<file path="src/design/bor_pkg.sv">
`timescale 1ns / 1ps
`default_nettype none

package bor_pkg;

  // Field widths fixed by the word format
  localparam int MACH_W  = 4;
  localparam int UTIL_W  = 16;
  localparam int THR_W   = 17;
  localparam int SUM_W   = 17;
  localparam int TOT_W   = 23;
  localparam int CNT_W   = 5;
  localparam int PLACE_MAX = 16;

  localparam logic [THR_W-1:0] THRESHOLD_RESET = 17'd58982;

  // Input op codes
  localparam logic [1:0] OP_SET   = 2'd0;
  localparam logic [1:0] OP_CLEAR = 2'd1;
  localparam logic [1:0] OP_PLACE = 2'd2;
  localparam logic [1:0] OP_NONE  = 2'd3;   // unused, ignored

  // Result status codes
  localparam logic [1:0] ST_OK         = 2'd0;
  localparam logic [1:0] ST_REBALANCED = 2'd1;
  localparam logic [1:0] ST_UNRESOLVED = 2'd2;

  // Configuration register indexes
  localparam logic REG_THRESHOLD = 1'b0;
  localparam logic REG_ENABLE    = 1'b1;

  typedef enum logic [3:0] {
    S_IDLE,
    S_SCAN0,
    S_SCAN1,
    S_SCAN2,
    S_MARK,
    S_TEST,
    S_CAND,
    S_LIMIT,
    S_SORT,
    S_CHOOSE,
    S_SW0,
    S_SW1,
    S_SW2,
    S_SW3,
    S_OUT
  } state_t;

endpackage

`default_nettype wire

</file>
<file path="src/design/bor_util_mem.sv">
`timescale 1ns / 1ps
`default_nettype none

// Utilisation table: one write port, one registered read port.
// Entries never written since reset read as zero.
module bor_util_mem #(
  parameter int AW    = 5,
  parameter int DEPTH = 32
) (
  input  wire logic                        clk,
  input  wire logic                        rst,
  input  wire logic                        we,
  input  wire logic [AW-1:0]               waddr,
  input  wire logic [bor_pkg::UTIL_W-1:0]  wdata,
  input  wire logic [AW-1:0]               raddr,
  output logic      [bor_pkg::UTIL_W-1:0]  rdata
);

  logic [bor_pkg::UTIL_W-1:0] mem [DEPTH];
  logic [DEPTH-1:0]           vld;

  // write port
  always_ff @(posedge clk) begin
    if (we) begin
      mem[waddr] <= wdata;
    end
  end

  // valid bits, cleared at reset
  always_ff @(posedge clk) begin
    if (rst) begin
      vld <= '0;
    end else if (we) begin
      vld[waddr] <= 1'b1;
    end
  end

  // registered read
  always_ff @(posedge clk) begin
    rdata <= vld[raddr] ? mem[raddr] : '0;
  end

endmodule

`default_nettype wire

</file>
<file path="src/design/bandwidth_overload_rebalancer_unit.sv">
`timescale 1ns / 1ps
`default_nettype none

// Bandwidth overload checker and rebalancer.
// Input words (s_*) set or clear one utilisation entry, or append one
// (machine, slot) pair of a job placement; s_tlast marks the final pair.
// Set, clear and non-final pair words leave the block idle and ready.
// On the final pair the block runs a check over L = min(MACHINES,16)
// machines under a sequencer: it snapshots the table, marks, tests,
// picks candidates, checks the limit, sorts descending and chooses
// slots; the test or the limit check may end the run early.
// Results go out on m_*: one word with status 0 or 2, or n words with
// status 1 (n pairs), each after the table swap for its pair.
// s_tready is low from the final pair until the last result is taken;
// a stalled receiver simply holds the block in its output state.
// Reset empties the table, clears the pair count, loads config defaults.
// The user must write configuration through cfg_we/cfg_index/cfg_data
// only when idle; the block itself does not enforce it.
module bandwidth_overload_rebalancer_unit #(
  parameter int MACHINES = 16
) (
  input  wire logic        clk,
  input  wire logic        rst,
  input  wire logic        s_tvalid,
  output logic             s_tready,
  input  wire logic [23:0] s_tdata,   // machine[3:0], slot[4], util[20:5]
  input  wire logic [1:0]  s_tuser,   // op[1:0]
  input  wire logic        s_tlast,   // last
  output logic             m_tvalid,
  input  wire logic        m_tready,
  output logic      [7:0]  m_tdata,   // dest_machine[3:0], dest_slot[4]
  output logic      [1:0]  m_tuser,   // status[1:0]
  output logic             m_tlast,   // end_of_run
  input  wire logic        cfg_we,
  input  wire logic        cfg_index,
  input  wire logic [16:0] cfg_data
);

  localparam int LIVE = (MACHINES < 16) ? MACHINES : 16;
  localparam int LW   = (LIVE > 1) ? $clog2(LIVE) : 1;
  localparam int CW   = LW + 1;
  localparam int AW   = LW + 1;

  bor_pkg::state_t state, state_next;

  // config
  logic [bor_pkg::THR_W-1:0] threshold;
  logic                      rebal_en;

  // input fields
  logic [1:0]                 in_op;
  logic [bor_pkg::MACH_W-1:0] in_mach;
  logic                       in_slot;
  logic [bor_pkg::UTIL_W-1:0] in_util;
  logic                       in_range;
  logic                       in_acc;

  // placement list
  logic [LW-1:0]             pl_m [bor_pkg::PLACE_MAX];
  logic                      pl_s [bor_pkg::PLACE_MAX];
  logic [bor_pkg::CNT_W-1:0] pcount;
  logic [bor_pkg::CNT_W-1:0] nrun;

  // per-machine snapshot
  logic [bor_pkg::SUM_W-1:0] msum [LIVE];
  logic [LIVE-1:0]           gt_f, lt_f, seen, fslot, mapped, ctaken;
  logic [LW:0]               mapc [LIVE];

  // scratch lists
  logic [LW-1:0]             marked [bor_pkg::PLACE_MAX];
  logic [LW-1:0]             mord   [bor_pkg::PLACE_MAX];
  logic [LW-1:0]             cand   [bor_pkg::PLACE_MAX];
  logic [bor_pkg::PLACE_MAX-1:0] mtaken;

  // sequencer registers
  logic [CW-1:0]             mcnt;
  logic [bor_pkg::CNT_W-1:0] j, k, r, q;
  logic [LW-1:0]             best_m;
  logic [3:0]                best_q;
  logic [bor_pkg::SUM_W-1:0] best_s;
  logic                      have;
  logic [bor_pkg::TOT_W-1:0] total;
  logic [bor_pkg::UTIL_W-1:0] ua;
  logic [LW-1:0]             nm_q;
  logic                      ns_q;

  // output register
  logic [1:0]                o_status;
  logic [LW-1:0]             o_mach;
  logic                      o_slot;
  logic                      o_last;

  // table memory port
  logic                      we;
  logic [AW-1:0]             waddr, raddr;
  logic [bor_pkg::UTIL_W-1:0] wdata, rdata;

  // shared comparison and working values
  logic [LW-1:0]             cur_m;
  logic                      cur_s;
  logic [bor_pkg::SUM_W-1:0] key_s;
  logic [LW-1:0]             key_m;
  logic [LW-1:0]             om, nm;
  logic                      os_c, ns_c;
  logic [21:0]               thr_k;
  logic [bor_pkg::TOT_W-1:0] limit;

  assign in_op    = s_tuser;
  assign in_mach  = s_tdata[3:0];
  assign in_slot  = s_tdata[4];
  assign in_util  = s_tdata[20:5];
  assign in_range = {1'b0, in_mach} < 5'(LIVE);
  assign s_tready = (state == bor_pkg::S_IDLE);
  assign in_acc   = s_tvalid && s_tready;

  assign m_tvalid = (state == bor_pkg::S_OUT);
  assign m_tdata  = {3'b000, o_slot, bor_pkg::MACH_W'(o_mach)};
  assign m_tuser  = o_status;
  assign m_tlast  = o_last;

  // current placement entry
  assign cur_m = pl_m[j[3:0]];
  assign cur_s = pl_s[j[3:0]];

  // sort key of a marked position
  assign key_m = marked[q[3:0]];
  assign key_s = msum[key_m];

  // slot choice for one marked/candidate pair
  assign om   = mord[r[3:0]];
  assign nm   = cand[r[3:0]];
  assign os_c = fslot[om];
  assign ns_c = (os_c ? lt_f[om] : gt_f[om]) ? gt_f[nm] : lt_f[nm];

  // acceptance limit threshold*k*2
  assign thr_k = 22'(threshold) * 22'(k);
  assign limit = {thr_k, 1'b0};

  bor_util_mem #(
    .AW    (AW),
    .DEPTH (LIVE * 2)
  ) u_mem (
    .clk   (clk),
    .rst   (rst),
    .we    (we),
    .waddr (waddr),
    .wdata (wdata),
    .raddr (raddr),
    .rdata (rdata)
  );

  // config registers
  always_ff @(posedge clk) begin
    if (rst) begin
      threshold <= bor_pkg::THRESHOLD_RESET;
      rebal_en  <= 1'b1;
    end else if (cfg_we) begin
      case (cfg_index)
        bor_pkg::REG_THRESHOLD: threshold <= cfg_data;
        bor_pkg::REG_ENABLE:    rebal_en  <= cfg_data[0];
        default: ;
      endcase
    end
  end

  // state register
  always_ff @(posedge clk) begin
    if (rst) begin
      state <= bor_pkg::S_IDLE;
    end else begin
      state <= state_next;
    end
  end

  // next state and table port control
  always_comb begin
    state_next = state;
    we    = 1'b0;
    waddr = '0;
    wdata = '0;
    raddr = '0;
    case (state)
      bor_pkg::S_IDLE: begin
        if (in_acc) begin
          if ((in_op == bor_pkg::OP_SET || in_op == bor_pkg::OP_CLEAR) && in_range) begin
            we    = 1'b1;
            waddr = {in_mach[LW-1:0], in_slot};
            wdata = (in_op == bor_pkg::OP_SET) ? in_util : '0;
          end
          if (in_op == bor_pkg::OP_PLACE && s_tlast) begin
            state_next = bor_pkg::S_SCAN0;
          end
        end
      end
      bor_pkg::S_SCAN0: begin
        raddr      = {mcnt[LW-1:0], 1'b0};
        state_next = bor_pkg::S_SCAN1;
      end
      bor_pkg::S_SCAN1: begin
        raddr      = {mcnt[LW-1:0], 1'b1};
        state_next = bor_pkg::S_SCAN2;
      end
      bor_pkg::S_SCAN2: begin
        state_next = (mcnt == CW'(LIVE - 1)) ? bor_pkg::S_MARK : bor_pkg::S_SCAN0;
      end
      bor_pkg::S_MARK: begin
        if (j == nrun) begin
          state_next = bor_pkg::S_TEST;
        end
      end
      bor_pkg::S_TEST: begin
        if (k == '0 || !rebal_en || k > 5'(LIVE)) begin
          state_next = bor_pkg::S_OUT;
        end else begin
          state_next = bor_pkg::S_CAND;
        end
      end
      bor_pkg::S_CAND: begin
        if (mcnt == CW'(LIVE) && r + 5'd1 == k) begin
          state_next = bor_pkg::S_LIMIT;
        end
      end
      bor_pkg::S_LIMIT: begin
        state_next = (total >= limit) ? bor_pkg::S_OUT : bor_pkg::S_SORT;
      end
      bor_pkg::S_SORT: begin
        if (q == k && r + 5'd1 == k) begin
          state_next = bor_pkg::S_CHOOSE;
        end
      end
      bor_pkg::S_CHOOSE: begin
        if (r + 5'd1 == k) begin
          state_next = bor_pkg::S_SW0;
        end
      end
      bor_pkg::S_SW0: begin
        raddr      = {cur_m, cur_s};
        state_next = bor_pkg::S_SW1;
      end
      bor_pkg::S_SW1: begin
        raddr      = {nm_q, ns_q};
        state_next = bor_pkg::S_SW2;
      end
      bor_pkg::S_SW2: begin
        we         = 1'b1;
        waddr      = {cur_m, cur_s};
        wdata      = rdata;
        state_next = bor_pkg::S_SW3;
      end
      bor_pkg::S_SW3: begin
        we         = 1'b1;
        waddr      = {nm_q, ns_q};
        wdata      = ua;
        state_next = bor_pkg::S_OUT;
      end
      bor_pkg::S_OUT: begin
        if (m_tready) begin
          state_next = o_last ? bor_pkg::S_IDLE : bor_pkg::S_SW0;
        end
      end
      default: state_next = bor_pkg::S_IDLE;
    endcase
  end

  // placement count
  always_ff @(posedge clk) begin
    if (rst) begin
      pcount <= '0;
    end else if (in_acc && in_op == bor_pkg::OP_PLACE) begin
      if (s_tlast) begin
        pcount <= '0;
      end else if (in_range && pcount < 5'(bor_pkg::PLACE_MAX)) begin
        pcount <= pcount + 5'd1;
      end
    end
  end

  // datapath
  always_ff @(posedge clk) begin
    case (state)
      bor_pkg::S_IDLE: begin
        if (in_acc && in_op == bor_pkg::OP_PLACE) begin
          if (in_range && pcount < 5'(bor_pkg::PLACE_MAX)) begin
            pl_m[pcount[3:0]] <= in_mach[LW-1:0];
            pl_s[pcount[3:0]] <= in_slot;
          end
          // start of a check: clear per-run flags
          nrun   <= (in_range && pcount < 5'(bor_pkg::PLACE_MAX)) ? pcount + 5'd1 : pcount;
          mcnt   <= '0;
          j      <= '0;
          k      <= '0;
          total  <= '0;
          seen   <= '0;
          mapped <= '0;
          ctaken <= '0;
          mtaken <= '0;
        end
      end
      bor_pkg::S_SCAN1: begin
        ua <= rdata;
      end
      bor_pkg::S_SCAN2: begin
        // two-slot sum and slot order of one machine
        msum[mcnt[LW-1:0]] <= {1'b0, ua} + {1'b0, rdata};
        gt_f[mcnt[LW-1:0]] <= rdata > ua;
        lt_f[mcnt[LW-1:0]] <= rdata < ua;
        mcnt <= mcnt + CW'(1);
      end
      bor_pkg::S_MARK: begin
        if (j != nrun) begin
          if (!seen[cur_m]) begin
            seen[cur_m]  <= 1'b1;
            fslot[cur_m] <= cur_s;
          end
          if (msum[cur_m] > threshold) begin
            marked[k[3:0]] <= cur_m;
            k     <= k + 5'd1;
            total <= total + bor_pkg::TOT_W'(msum[cur_m]);
          end
          j <= j + 5'd1;
        end
      end
      bor_pkg::S_TEST: begin
        o_mach <= '0;
        o_slot <= 1'b0;
        o_last <= 1'b1;
        o_status <= (k == '0) ? bor_pkg::ST_OK : bor_pkg::ST_UNRESOLVED;
        r    <= '0;
        mcnt <= '0;
        have <= 1'b0;
      end
      bor_pkg::S_CAND: begin
        // lowest-sum untaken machine, lower index on ties
        if (mcnt == CW'(LIVE)) begin
          cand[r[3:0]]   <= best_m;
          ctaken[best_m] <= 1'b1;
          total <= total + bor_pkg::TOT_W'(best_s);
          r     <= r + 5'd1;
          mcnt  <= '0;
          have  <= 1'b0;
        end else begin
          if (!ctaken[mcnt[LW-1:0]] && (!have || msum[mcnt[LW-1:0]] < best_s)) begin
            best_m <= mcnt[LW-1:0];
            best_s <= msum[mcnt[LW-1:0]];
            have   <= 1'b1;
          end
          mcnt <= mcnt + CW'(1);
        end
      end
      bor_pkg::S_LIMIT: begin
        o_status <= bor_pkg::ST_UNRESOLVED;
        r    <= '0;
        q    <= '0;
        have <= 1'b0;
      end
      bor_pkg::S_SORT: begin
        // highest-sum marked entry, earlier entry on ties
        if (q == k) begin
          mord[r[3:0]]   <= best_m;
          mtaken[best_q] <= 1'b1;
          q    <= '0;
          have <= 1'b0;
          r    <= (r + 5'd1 == k) ? '0 : r + 5'd1;
        end else begin
          if (!mtaken[q[3:0]] && (!have || key_s > best_s)) begin
            best_m <= key_m;
            best_q <= q[3:0];
            best_s <= key_s;
            have   <= 1'b1;
          end
          q <= q + 5'd1;
        end
      end
      bor_pkg::S_CHOOSE: begin
        if (!mapped[om]) begin
          mapped[om] <= 1'b1;
          mapc[om]   <= {nm, ns_c};
        end
        r <= r + 5'd1;
        j <= '0;
      end
      bor_pkg::S_SW0: begin
        if (mapped[cur_m]) begin
          {nm_q, ns_q} <= mapc[cur_m];
        end else begin
          nm_q <= cur_m;
          ns_q <= cur_s;
        end
      end
      bor_pkg::S_SW1: begin
        ua <= rdata;
      end
      bor_pkg::S_SW3: begin
        o_status <= bor_pkg::ST_REBALANCED;
        o_mach   <= nm_q;
        o_slot   <= ns_q;
        o_last   <= (j + 5'd1 == nrun);
      end
      bor_pkg::S_OUT: begin
        if (m_tready) begin
          j <= j + 5'd1;
        end
      end
      default: ;
    endcase
  end

endmodule

`default_nettype wire
</file>
<file path="config.mk">
export PLATFORM = sky130hd
export DESIGN_NAME = bandwidth_overload_rebalancer_unit
export DESIGN_NICKNAME = d
export VERILOG_FILES = /design/src/design/bor_pkg.sv /design/src/design/bor_util_mem.sv /design/src/design/bandwidth_overload_rebalancer_unit.sv
export SDC_FILE = /design/constraint.sdc
export NUM_CORES = 2
export LEC_CHECK = 0
export BUFFER_PORTS_ARGS = -buffer_cell sky130_fd_sc_hd__clkbuf_2
export CORE_MARGIN = 3
export CORE_UTILIZATION = 50
export CTS_BUF_LIST = sky130_fd_sc_hd__clkbuf_2 sky130_fd_sc_hd__clkbuf_4 sky130_fd_sc_hd__clkbuf_8
export DETAILED_ROUTE_END_ITERATION = 10
export PLACE_DENSITY = 0.65
export SYNTH_ARGS = -nofsm -noshare
export SYNTH_HDL_FRONTEND = slang
export SYNTH_SLANG_ARGS = --single-unit
</file>
<file path="constraint.sdc">
create_clock -name clk -period 9.06 [get_ports clk]
set_clock_uncertainty 0.1 [all_clocks]
set_input_delay 0.906 -clock clk [delete_from_list [all_inputs] [get_ports clk]]
set_output_delay 0.906 -clock clk [all_outputs]
set_load 0.05 [all_outputs]
</file>
==> summary.txt <==
Run status
  – Status: finished, final reports clean

Floorplan
  – IO Count: 63
  – Die area: approximately 0.14 mm^2
  – Die Span X: between 300 and 400 um
  – Starting Density: between 50% and 60%
  – Row cnt: 135
  – Core area: between 0.1 and 0.15 mm^2
  – Die Ht: 376.2 um

Clock network
  – Sinks on Clock Net: 1447
  – CTS root buf: clkbuf_8
  – CTS tree: done
  – Max H-tree Level: 4
  – Setup bufs post-CTS: 0
  – Post-cts sizing count: 0
  – Clock slew at reported path FFs: 0.07 ns
  – Clk Latency, worst-skew pair: 0.93 ns
  – Hold buffers post-CTS: 0
  – CTS buffer count: 231
  – Clock Tree Buf Depth: 3

Critical path
  – Slowest stage delay, CP: 0.86 ns
  – CP Capture Type: flip-flop
  – CP arrival: between 8 and 9 ns
  – Crit-path slowest cell: edfxtp_1
  – Most frequent CP cell: a21oi_1
  – R2R setup slack: ~1.1 ns
  – Startpoint types: flip-flop
  – Worst r2r src: k[4]$_SDFFCE_PN0P_
  – Worst path required time: about 9.8 ns
  – R2R Path End: state[2]$_SDFFE_PP0P_
  – R2R depth: 26
  – CP startpoint: k[4]$_SDFFCE_PN0P_
  – WS Path Type: reg2reg
  – Max Fanout on Critical Path: 22

Min path
  – Hold Path Sink: threshold[14]$_SDFFE_PP1P_
  – Hold WC Path Type: in2reg
  – Worst hold path depth: 3
  – Hold path startpoint: cfg_data[14]

Detailed routing
  – Drt initial violations: around 4400
  – Router iterations before antenna repair: 6
  – DRC violations left: 0
  – Drt via density: 6.020
  – Total number of vias: 42240
  – Routed Antenna Nets: 0
  – WL per Instance: 24.43 um
  – Drt total wl: 171400 um

Global routing
  – Initial antenna violation count: 3
  – Busiest grt layer: met2
  – Met2 usage: 40.07%
  – Met3 usage: just under 4%
  – Global route total overflow: 0
  – Global-route wire length before repair: 258500 um
  – Pin count of the biggest net entering global routing: approximately 110
  – Total track usage: between 20% and 30%
  – Vias in the first global route: 42440
  – GR Util met1: between 30% and 40%

Final layout
  – Finished Cell Area: 0.07565 mm^2
  – Nets: 5297
  – Area grow syn2layout: 10.41%
  – Fin util: a little under three fifths
  – Non-filler cells, final: 7016
  – Share of cells above drive strength 1: 19.46%

STA
  – Final setup fails: 0
  – Final Max Tran Viols: 0
  – Slew @ Worst Pin: 1.255 ns
  – Maximum clock rate: ~130 MHz
  – Final period util: 87.98%
  – Relative slew slack: 16.32%
  – Min Tclk post-route: about 8.0 ns
  – Hold Slack: 0.1156 ns
  – RSZ-0062 raised after global routing: false
  – Setup TNS: 0 ns
  – Slack of the critical path: 1.089 ns
  – Final Hold Viols: 0

Pwr
  – Highest ir drop seen on vdd: 0.1575 mV
  – Total power: 14.49 mW
  – P_leak: 26.33 nW
  – P per Cell Area: 191.5 mW/mm^2

Synthesis
  – Netlist cell types: 76
  – Mapped Cells: 4915
  – Post-synth top flop: edfxtp_1
  – Avg Synthesized Cell Area: 13.94 um^2
  – Share of the synthesized area in the top cell type: roughly three fifths
  – Post-synth top cells: edfxtp_1 (1356), nand2_1 (750), nor2_1 (384), mux4_2 (344), nand3_1 (196)
  – Synth area leaders: edfxtp_1 (59%), mux4_2 (11%), nand2_1 (4.1%)
  – Post-synth EDFFs: 1356
  – Synth async-reset ratio: 0%
  – Yosys top cell by area: edfxtp_1
  – Synthesis Warnings: 0
  – Most numerous cell in the Yosys netlist: edfxtp_1
  – Yosys reg bits: roughly 1400
  – Seq/Total Area, Yosys: around 62%
  – Synthesized cell area: between 0.06 and 0.07 mm^2

Placed design
  – DPL Wire Length: ~110000 um
  – IO buf count: 56
  – Post-Place Cells: ~6600
  – Gpl congestion: 0.8578
  – Placed cell area: 0.07094 mm^2
  – Place WS: between 1 and 1.5 ns

Run
  – Max-cap violations: 0
flip-flops by register name, summed over array words and instances, names as in the netlist, 17 cells and up, named ones only:
| name | cells |
|---|---|
| best_s | 17 |
| cand | 64 |
| mapc | 80 |
| marked | 64 |
| mord | 64 |
| msum | 272 |
| pl_m | 64 |
| threshold | 17 |
| total | 23 |
| u_mem.mem | 512 |
| u_mem.vld | 32 |
worst max-delay path, delay by kind of cell (launching register included):
| kind | cells | cell delay (ns) |
|---|---|---|
| flip-flops | 1 | 0.86 |
| AND/OR/NAND/NOR | 3 | 0.85 |
| XOR/XNOR | 1 | 0.17 |
| adder cells (fa/ha/maj) | 5 | 2.04 |
| AO/OA/AOI/OAI | 15 | 3.58 |
| buffers and inverters | 2 | 0.27 |
routing by layer:
| layer | vias up | routed length [um] |
|---|---|---|
| li1 | 18940 | - |
| met1 | 21270 | 69330 |
| met2 | 1694 | 84330 |
| met3 | 335 | 12290 |
| met4 | 0 | 5435 |
| met5 | - | 0 |
cell type report:
| cell class | count | area, um^2 |
|---|---|---|
| clock buffer | 308 | 3889 |
| sequential | 1447 | 42550 |
| clock inverter | 122 | 808.3 |
| fill | 10950 | 60150 |
| multi-input combinational | 3038 | 24480 |
| tap | 1781 | 2228 |
| antenna | 8 | 20.02 |
| timing repair buffer | 165 | 1124 |
| inverter | 147 | 551.8 |
how the worst max path moves through the flow:
stage	end	slack, ns
4_1_cts	state[2]$_SDFFE_PP0P_	1.08
2_1_floorplan	state[2]$_SDFFE_PP0P_	1.90
5_1_grt	state[2]$_SDFFE_PP0P_	0.33
3_5_place_dp	state[2]$_SDFFE_PP0P_	1.12
6_report	state[2]$_SDFFE_PP0P_	1.09
3_3_place_gp	state[2]$_SDFFE_PP0P_	1.09
report_power, final:
group          internal [mW]  total (mW)  switching (mW)
logic                  0.597        1.45           0.852
registers               7.35        7.41          0.0521
clock network           3.03        5.64            2.61
kinds of logic after synthesis:
group | synth area share (%)
simple gates | 10.60
flops | 62.09
compound gates | 5.721
mux | 13.52
buf+inv | 2.560
fa+ha+maj | 4.477
xor+xnor | 1.035
other cells | 0.005473
placed cells by master, fill, tap and decap left out, drive strengths merged, types with 53 or more instances in the layout:
| master | netlist | layout |
|---|---|---|
| a21oi | 131 | 131 |
| a31oi | 114 | 114 |
| and2 | 72 | 72 |
| and3 | 53 | 53 |
| buf | 114 | 109 |
| clkbuf | 171 | 364 |
| clkinv | 2 | 103 |
| dfxtp | 91 | 91 |
| edfxtp | 1356 | 1356 |
| ha | 170 | 170 |
| inv | 145 | 152 |
| mux2i | 98 | 98 |
| mux4 | 344 | 344 |
| nand2 | 750 | 750 |
| nand3 | 196 | 196 |
| nand4 | 65 | 65 |
| nor2 | 384 | 384 |
| o21ai | 118 | 118 |
Power figures use the tool's default switching activity.
